--- config.mk ---
export PLATFORM = sky130hd
export DESIGN_NAME = nearest_feature_point_intensity
export DESIGN_NICKNAME = d
export VERILOG_FILES = /design/src/hw/rtl/nfpi_pkg.sv /design/src/hw/rtl/nfpi_front.sv /design/src/hw/rtl/nfpi_back.sv /design/src/hw/rtl/nearest_feature_point_intensity.sv
export SDC_FILE = /design/constraint.sdc
export NUM_CORES = 2
export LEC_CHECK = 0
export CAP_MARGIN = 20
export CORE_AREA = 2 2 284 286
export CTS_BUF_LIST = sky130_fd_sc_hd__clkbuf_16
export DETAILED_ROUTE_END_ITERATION = 10
export DIE_AREA = 0 0 286 288
export DONT_BUFFER_PORTS = 1
export GPL_ROUTABILITY_DRIVEN = 0
export GPL_TIMING_DRIVEN = 0
export PLACE_DENSITY = 0.74
export SLEW_MARGIN = 15
export SYNTH_ARGS = -nofsm -noshare
export SYNTH_HDL_FRONTEND = slang
export SYNTH_SLANG_ARGS = --single-unit
--- constraint.sdc ---
create_clock -name clk -period 23.8 [get_ports clk]
set_input_delay 2.38 -clock clk [delete_from_list [all_inputs] [get_ports clk]]
set_output_delay 2.38 -clock clk [all_outputs]
set_load 0.02 [all_outputs]
--- src/hw/rtl/nfpi_pkg.sv ---
// ----------------------------------------------------------------------------
// nfpi_pkg
// Shared types and constants for the nearest feature point intensity engine.
// ----------------------------------------------------------------------------
`default_nettype none

package nfpi_pkg;

  // Input request kinds.
  localparam logic KIND_LOAD  = 1'b0;
  localparam logic KIND_PIXEL = 1'b1;

  // Width of the point count register and its reset value.
  localparam int unsigned NUM_W     = 5;
  localparam logic [4:0]  NUM_RESET = 5'd10;

  // The grey level is the largest h with h*h*d2 <= SCALE_SQ (5100 squared).
  localparam logic [24:0] SCALE_SQ = 25'd26010000;

  typedef struct packed {
    logic        kind;
    logic [3:0]  point_index;
    logic [11:0] coord_x;
    logic [11:0] coord_y;
  } in_req_t;

  typedef struct packed {
    logic [11:0] out_x;
    logic [11:0] out_y;
    logic [7:0]  intensity;
    logic [3:0]  nearest;
  } out_req_t;

  // Pixel coordinates handed from the front to the back.
  typedef struct packed {
    logic [11:0] x;
    logic [11:0] y;
  } pix_t;

  // Point store write from the front.
  typedef struct packed {
    logic        we;
    logic [3:0]  addr;
    logic [11:0] x;
    logic [11:0] y;
  } store_wr_t;

endpackage

`default_nettype wire

--- src/hw/rtl/nfpi_front.sv ---
// ----------------------------------------------------------------------------
// nfpi_front
// Accepts requests, routes loads to the point store and queues pixels.
// ----------------------------------------------------------------------------
`default_nettype none

module nfpi_front (
  input  wire                  clk,
  input  wire                  rst_n,
  input  wire                  in_push,
  input  nfpi_pkg::in_req_t    in_data,
  output logic                 in_full,
  input  wire                  back_busy,
  output nfpi_pkg::store_wr_t  store_wr,
  output logic                 q_valid,
  output nfpi_pkg::pix_t       q_head,
  input  wire                  q_pop
);

  nfpi_pkg::pix_t q_mem_r [2];
  logic           rd_ptr_r, rd_ptr_nxt;
  logic           wr_ptr_r, wr_ptr_nxt;
  logic [1:0]     cnt_r, cnt_nxt;
  logic           accept, push_pix;

  // A load must wait until every earlier pixel has finished its search.
  always_comb begin
    in_full = (cnt_r == 2'd2) ||
              ((in_data.kind == nfpi_pkg::KIND_LOAD) && ((cnt_r != 2'd0) || back_busy));
  end

  assign accept   = in_push && !in_full;
  assign push_pix = accept && (in_data.kind == nfpi_pkg::KIND_PIXEL);

  // Point store write for load requests.
  always_comb begin
    store_wr.we   = accept && (in_data.kind == nfpi_pkg::KIND_LOAD);
    store_wr.addr = in_data.point_index;
    store_wr.x    = in_data.coord_x;
    store_wr.y    = in_data.coord_y;
  end

  assign q_valid = (cnt_r != 2'd0);
  assign q_head  = q_mem_r[rd_ptr_r];

  // Queue pointers and fill count.
  always_comb begin
    rd_ptr_nxt = rd_ptr_r ^ q_pop;
    wr_ptr_nxt = wr_ptr_r ^ push_pix;
    cnt_nxt    = cnt_r + {1'b0, push_pix} - {1'b0, q_pop};
  end

  always_ff @(posedge clk) begin
    if (!rst_n) begin
      rd_ptr_r <= 1'b0;
      wr_ptr_r <= 1'b0;
      cnt_r    <= 2'd0;
    end else begin
      rd_ptr_r <= rd_ptr_nxt;
      wr_ptr_r <= wr_ptr_nxt;
      cnt_r    <= cnt_nxt;
    end
  end

  // Queue storage.
  always_ff @(posedge clk) begin
    if (push_pix) begin
      q_mem_r[wr_ptr_r] <= '{x: in_data.coord_x, y: in_data.coord_y};
    end
  end

endmodule

`default_nettype wire

--- src/hw/rtl/nfpi_back.sv ---
// ----------------------------------------------------------------------------
// nfpi_back
// Point store, nearest point search and grey level search for one pixel.
// ----------------------------------------------------------------------------
`default_nettype none

module nfpi_back #(
  parameter int MAX_POINTS = 16,
  parameter int COORD_BITS = 12
) (
  input  wire                             clk,
  input  wire                             rst_n,
  input  wire  [nfpi_pkg::NUM_W-1:0]      num_points,
  input  nfpi_pkg::store_wr_t             store_wr,
  input  wire                             q_valid,
  input  nfpi_pkg::pix_t                  q_head,
  output logic                            q_pop,
  output logic                            busy,
  output logic                            res_valid,
  output nfpi_pkg::out_req_t              res_data,
  input  wire                             res_pop
);

  localparam int CB = COORD_BITS;
  localparam int IW = (MAX_POINTS > 1) ? $clog2(MAX_POINTS) : 1;
  localparam int DW = 2 * CB + 1;
  localparam int PW = 16 + DW;

  localparam logic [2:0] S_IDLE = 3'd0;
  localparam logic [2:0] S_READ = 3'd1;
  localparam logic [2:0] S_SQR  = 3'd2;
  localparam logic [2:0] S_CMP  = 3'd3;
  localparam logic [2:0] S_GSQ  = 3'd4;
  localparam logic [2:0] S_GMUL = 3'd5;
  localparam logic [2:0] S_DONE = 3'd6;

  logic [CB-1:0]   mem_x [MAX_POINTS];
  logic [CB-1:0]   mem_y [MAX_POINTS];
  logic [CB-1:0]   rd_x_r, rd_y_r;
  logic [2:0]      state_r, state_nxt;
  logic [IW-1:0]   idx_r, idx_nxt;
  logic [IW-1:0]   last_idx;
  logic [CB-1:0]   px_r, py_r;
  logic [2*CB-1:0] sqx_r, sqy_r;
  logic [DW-1:0]   d2, best_r, best_nxt;
  logic [IW-1:0]   best_idx_r, best_idx_nxt;
  logic [7:0]      h_r, h_nxt, trial;
  logic [2:0]      bit_r, bit_nxt;
  logic [15:0]     tt_r;
  logic [PW-1:0]   prod;
  logic [CB-1:0]   dx, dy;
  logic [6:0]      cnt7;
  logic            res_valid_r;
  nfpi_pkg::out_req_t res_r;

  // Point store: loads write, the search reads one slot a cycle.
  always_ff @(posedge clk) begin
    if (store_wr.we && ({28'd0, store_wr.addr} < 32'(MAX_POINTS))) begin
      mem_x[IW'(store_wr.addr)] <= CB'(store_wr.x);
      mem_y[IW'(store_wr.addr)] <= CB'(store_wr.y);
    end
    rd_x_r <= mem_x[idx_r];
    rd_y_r <= mem_y[idx_r];
  end

  // Number of slots searched, clamped to one and to the store depth.
  always_comb begin
    cnt7 = 7'(num_points);
    if (cnt7 == 7'd0) begin
      cnt7 = 7'd1;
    end
    if (cnt7 > 7'(MAX_POINTS)) begin
      cnt7 = 7'(MAX_POINTS);
    end
    last_idx = IW'(cnt7 - 7'd1);
  end

  assign dx    = (rd_x_r > px_r) ? rd_x_r - px_r : px_r - rd_x_r;
  assign dy    = (rd_y_r > py_r) ? rd_y_r - py_r : py_r - rd_y_r;
  assign d2    = DW'(sqx_r) + DW'(sqy_r);
  assign trial = h_r | (8'd1 << bit_r);
  assign prod  = PW'(tt_r) * PW'(best_r);

  assign q_pop     = (state_r == S_IDLE) && q_valid;
  assign busy      = (state_r != S_IDLE);
  assign res_valid = res_valid_r;
  assign res_data  = res_r;

  // Search sequencer.
  always_comb begin
    state_nxt    = state_r;
    idx_nxt      = idx_r;
    best_nxt     = best_r;
    best_idx_nxt = best_idx_r;
    h_nxt        = h_r;
    bit_nxt      = bit_r;
    case (state_r)
      S_IDLE: begin
        if (q_valid) begin
          idx_nxt   = '0;
          state_nxt = S_READ;
        end
      end
      S_READ: state_nxt = S_SQR;
      S_SQR:  state_nxt = S_CMP;
      S_CMP: begin
        if ((idx_r == '0) || (d2 < best_r)) begin
          best_nxt     = d2;
          best_idx_nxt = idx_r;
        end
        if (idx_r == last_idx) begin
          h_nxt     = 8'd0;
          bit_nxt   = 3'd7;
          state_nxt = S_GSQ;
        end else begin
          idx_nxt   = idx_r + 1'b1;
          state_nxt = S_READ;
        end
      end
      S_GSQ: state_nxt = S_GMUL;
      S_GMUL: begin
        if (prod <= PW'(nfpi_pkg::SCALE_SQ)) begin
          h_nxt = trial;
        end
        if (bit_r == 3'd0) begin
          state_nxt = S_DONE;
        end else begin
          bit_nxt   = bit_r - 3'd1;
          state_nxt = S_GSQ;
        end
      end
      S_DONE: begin
        if (!res_valid_r) begin
          state_nxt = S_IDLE;
        end
      end
      default: state_nxt = S_IDLE;
    endcase
  end

  always_ff @(posedge clk) begin
    if (!rst_n) begin
      state_r     <= S_IDLE;
      res_valid_r <= 1'b0;
    end else begin
      state_r <= state_nxt;
      if ((state_r == S_DONE) && !res_valid_r) begin
        res_valid_r <= 1'b1;
      end else if (res_pop) begin
        res_valid_r <= 1'b0;
      end
    end
  end

  // Datapath registers.
  always_ff @(posedge clk) begin
    idx_r      <= idx_nxt;
    best_r     <= best_nxt;
    best_idx_r <= best_idx_nxt;
    h_r        <= h_nxt;
    bit_r      <= bit_nxt;
    sqx_r      <= (2*CB)'(dx) * (2*CB)'(dx);
    sqy_r      <= (2*CB)'(dy) * (2*CB)'(dy);
    tt_r       <= 16'(trial) * 16'(trial);
    if (q_pop) begin
      px_r <= CB'(q_head.x);
      py_r <= CB'(q_head.y);
    end
    if ((state_r == S_DONE) && !res_valid_r) begin
      res_r.out_x     <= 12'(px_r);
      res_r.out_y     <= 12'(py_r);
      res_r.intensity <= h_r;
      res_r.nearest   <= 4'(best_idx_r);
    end
  end

endmodule

`default_nettype wire

--- src/hw/rtl/nearest_feature_point_intensity.sv ---
// ----------------------------------------------------------------------------
// nearest_feature_point_intensity
// Cellular noise pixel engine: nearest feature point and its grey level.
// ----------------------------------------------------------------------------
// A pixel waits in the queue, then the back end searches every counted point
// (read, square, compare) and runs the bit-serial grey level search (square
// the trial, multiply and compare, top bit first) before it registers the
// result, one pixel at a time. A new pixel is taken only when the last is done,
// and a finished result waits until the previous one has been popped. Load
// requests wait for pending pixels. Reset is synchronous; the point count
// resets to 10, the point store is left undefined until loaded.
`default_nettype none

module nearest_feature_point_intensity #(
  parameter int MAX_POINTS = 16,
  parameter int COORD_BITS = 12
) (
  input  wire                         clk,
  input  wire                         rst_n,
  input  wire                         in_push,
  input  nfpi_pkg::in_req_t           in_data,
  output logic                        in_full,
  output logic                        out_empty,
  output nfpi_pkg::out_req_t          out_data,
  input  wire                         out_pop,
  input  wire                         cfg_we,
  input  wire  [nfpi_pkg::NUM_W-1:0]  cfg_data
);

  logic [nfpi_pkg::NUM_W-1:0] num_points_r;
  nfpi_pkg::store_wr_t        store_wr;
  nfpi_pkg::pix_t             q_head;
  logic                       q_valid, q_pop, back_busy, res_valid;

  // Point count register.
  always_ff @(posedge clk) begin
    if (!rst_n) begin
      num_points_r <= nfpi_pkg::NUM_RESET;
    end else if (cfg_we) begin
      num_points_r <= cfg_data;
    end
  end

  nfpi_front u_front (
    .clk       (clk),
    .rst_n     (rst_n),
    .in_push   (in_push),
    .in_data   (in_data),
    .in_full   (in_full),
    .back_busy (back_busy),
    .store_wr  (store_wr),
    .q_valid   (q_valid),
    .q_head    (q_head),
    .q_pop     (q_pop)
  );

  nfpi_back #(
    .MAX_POINTS (MAX_POINTS),
    .COORD_BITS (COORD_BITS)
  ) u_back (
    .clk        (clk),
    .rst_n      (rst_n),
    .num_points (num_points_r),
    .store_wr   (store_wr),
    .q_valid    (q_valid),
    .q_head     (q_head),
    .q_pop      (q_pop),
    .busy       (back_busy),
    .res_valid  (res_valid),
    .res_data   (out_data),
    .res_pop    (out_pop)
  );

  assign out_empty = !res_valid;

endmodule

`default_nettype wire

==> results.yml <==
run_status:
  status: "finished, final reports clean"
floorplanning:
  num_io_pins: 77
  initial_core_util_pct: 59.36
  die_height_um: 288
  row_count: 104
  fp.coreArea_um2: 79640
  dieArea_um2: 82370
  dieWidth_um: 286
logic_synthesis:
  synthMuxAreaShare_pct: 7.041
  synth_top_family_by_area: "adder cells"
  syn_area_um2: 47270
  ys_types: 93
  ys_seq_elements: 634
  synth_common_cells: "inv_1, edfxtp_1, fa_1"
  synth-edff-count: 536
  ys.flop_type: "edfxtp_1"
  synth.top_cell.area_share_pct: 34.05
  synthCells: 3976
  yosysMostFrequentCell: "inv_1"
  synth_adder_area_share_pct: 30.37
  yosysSeqAreaShare_pct: 38.20
  synth_xor_xnor_area_share_pct: 2.390
  ys_top_cells_by_area: "edfxtp_1, fa_1, ha_1"
  synthSimpleGateAreaFrac_pct: 9.714
  yosys_warnings: 0
  async_flop_share_pct: 0
  yosysTopAreaCell: "edfxtp_1"
  synth_compound_area_share_pct: 5.513
  avgSynthCellArea_um2: 11.89
grt:
  use_met2_pct: 49.55
  grt_pass1_wl_um: 176300
  use_met1_pct: 34.69
  gr-total-overflow: 0
  use_met3_pct: 4.715
  antenna_found_initial: 0
  grt.total_usage_pct: 28.02
  first_global_vias: 31730
  grt_max_degree: 25
  grt-busiest-layer: "met2"
timing:
  fin_crit_ns: 9.507
  holdWs_ns: 0.4193
  setup_tns_ns: 0
  hold_viol_final: 0
  drv_slew: 0
  setup_viol: 0
  fmax_mhz: 105.2
  relSlewSlack_pct: 23.33
  fin_skew_ns: 0.05854
  period_share_pct: 39.94
  rsz0062_at_grt: "no"
  max_slew.worst_pin.slew_ns: 1.143
worst_hold_path:
  hold_path_depth: 0
  min_to: "u_back.res_data[2]$_DFFE_PP_"
  hp-class: "reg2reg"
  min_from: "u_back.best_idx_r[2]$_DFFE_PP_"
drt:
  wl_per_cell_um: 21.55
  first_pass_iters: 7
  drt-total-wl_um: 112000
  drtAntennaViolNets: 0
  drc_errors: 0
  drt_iter0_markers: 2355
  vias: 30190
  viasPerCell: 5.810
cts:
  cts_buffers: 61
  cts_setup_buffers: 0
  hold_buffers: 0
  clk_latency_ns: 0.66
  cts.sinks: 634
  cts_tree: "built"
  htreeDepth: 2
  cts_max_path_buffers: 3
  cts_root_buf: "clkbuf_16"
  clkTransAtPathRegs_ns: 0.07
  cts_resized: 0
job:
  maxCapViolCount: 0
critical_path:
  cp_num_cells: 30
  cp.buffers_inverters: 4
  cpMostUsedCell: "fa_1"
  r2r-start: "u_back.py_r[0]$_DFFE_PP_"
  crit_required_ns: 24.30
  slowest_stage: "xor2_1"
  r2r_cells: 30
  critPathKind: "reg2reg"
  end_kind: "register"
  cpPeakStageDelay_ns: 0.79
  crit_family: "adder cells"
  arrival_ns: 10.01
  r2r_slack_ns: 14.29
  r2r-end: "u_back.sqy_r[23]$_DFF_P_"
  cp-start-kind: "register"
  crit_fanout: 10
final_layout:
  fin_area_um2: 51410
  areaGrowthSynthToFinish_pct: 8.759
  nets: 4981
  nFillCells: 5982
  drive_gt1_share_pct: 8.970
  diodes: 0
placement:
  port_buffers: 0
  dpl_cell_area_um2: 49330
  dp_hpwl_um: 85930
final cells by class:
class	count	area [um2]	area share, %
clock buffers	63	1577	3.067
repair buffers	43	638.1	1.241
well taps	1060	1326	2.580
multi-input cells	2502	26180	50.91
inverters	711	2669	5.191
plain buffers	131	528.0	1.027
clock inverters	52	440.4	0.8567
flip-flops and latches	634	18060	35.12
cell usage in the layout, fill, tap and decap left out, drive strengths merged, types with 33 or more instances in the layout:
cell and count:
fa 482, mux4 120, edfxtp 536, clkbuf 172, nand2 287, mux2 33, buf 65, xor2 45
nor3 59, nor2 227, inv 731, a21o 44, a21oi 111, dfxtp 98, xnor2 84, o21ai 59
ha 376, and2 177
flip-flops by register name (all words and copies together), names as in the netlist, 15 cells and up:
signal           flops
u_back.best_r       25
u_back.mem_x       192
u_back.mem_y       192
u_back.res_data     36
u_back.sqx_r        23
u_back.sqy_r        23
u_back.tt_r         15
u_front.q_mem_r     48
kinds of logic (layout without fill, tap and decap cells):
| group | count (synthesis) | count (layout) |
|---|---|---|
| and+or+nand+nor | 945 | 945 |
| DFF | 634 | 634 |
| xor gates and xnor gates | 129 | 129 |
| muxes | 178 | 178 |
| adders and majority gates | 858 | 858 |
| other | 2 | 4 |
| buffers and inverters | 842 | 1000 |
| AOI/OAI and AO/OA | 388 | 388 |
worst max path at each step:
stage,start,endpoint
detailed placement,u_back.py_r[1]$_DFFE_PP_,u_back.sqy_r[23]$_DFF_P_
global route,u_back.py_r[1]$_DFFE_PP_,u_back.sqy_r[23]$_DFF_P_
finish,u_back.py_r[0]$_DFFE_PP_,u_back.sqy_r[23]$_DFF_P_
global placement,u_back.py_r[1]$_DFFE_PP_,u_back.sqy_r[23]$_DFF_P_
CTS,u_back.py_r[0]$_DFFE_PP_,u_back.sqy_r[23]$_DFF_P_
floorplan,u_back.py_r[1]$_DFFE_PP_,u_back.sqy_r[22]$_DFF_P_
metal layers:
layer / share of wire [%] / wire [um]
met1: 38 / 42090
met2: 51 / 57030
met3: 7.5 / 8428
met4: 3.9 / 4407
met5: 0 / 0
stage by stage:
stage          setup WS [ns]  util (%)  instances
2_1_floorplan          16.10         -       3978
3_3_place_gp           14.53     61.03       5038
3_5_place_dp           14.46     61.94       5076
4_1_cts                14.40     64.47       5191
5_1_grt                13.97     64.56       5196
6_report               14.29     64.56       5196
Power is left out: the tool's default activity adds up to more than one toggle a clock period on the data nets, which glitch-free logic cannot reach.
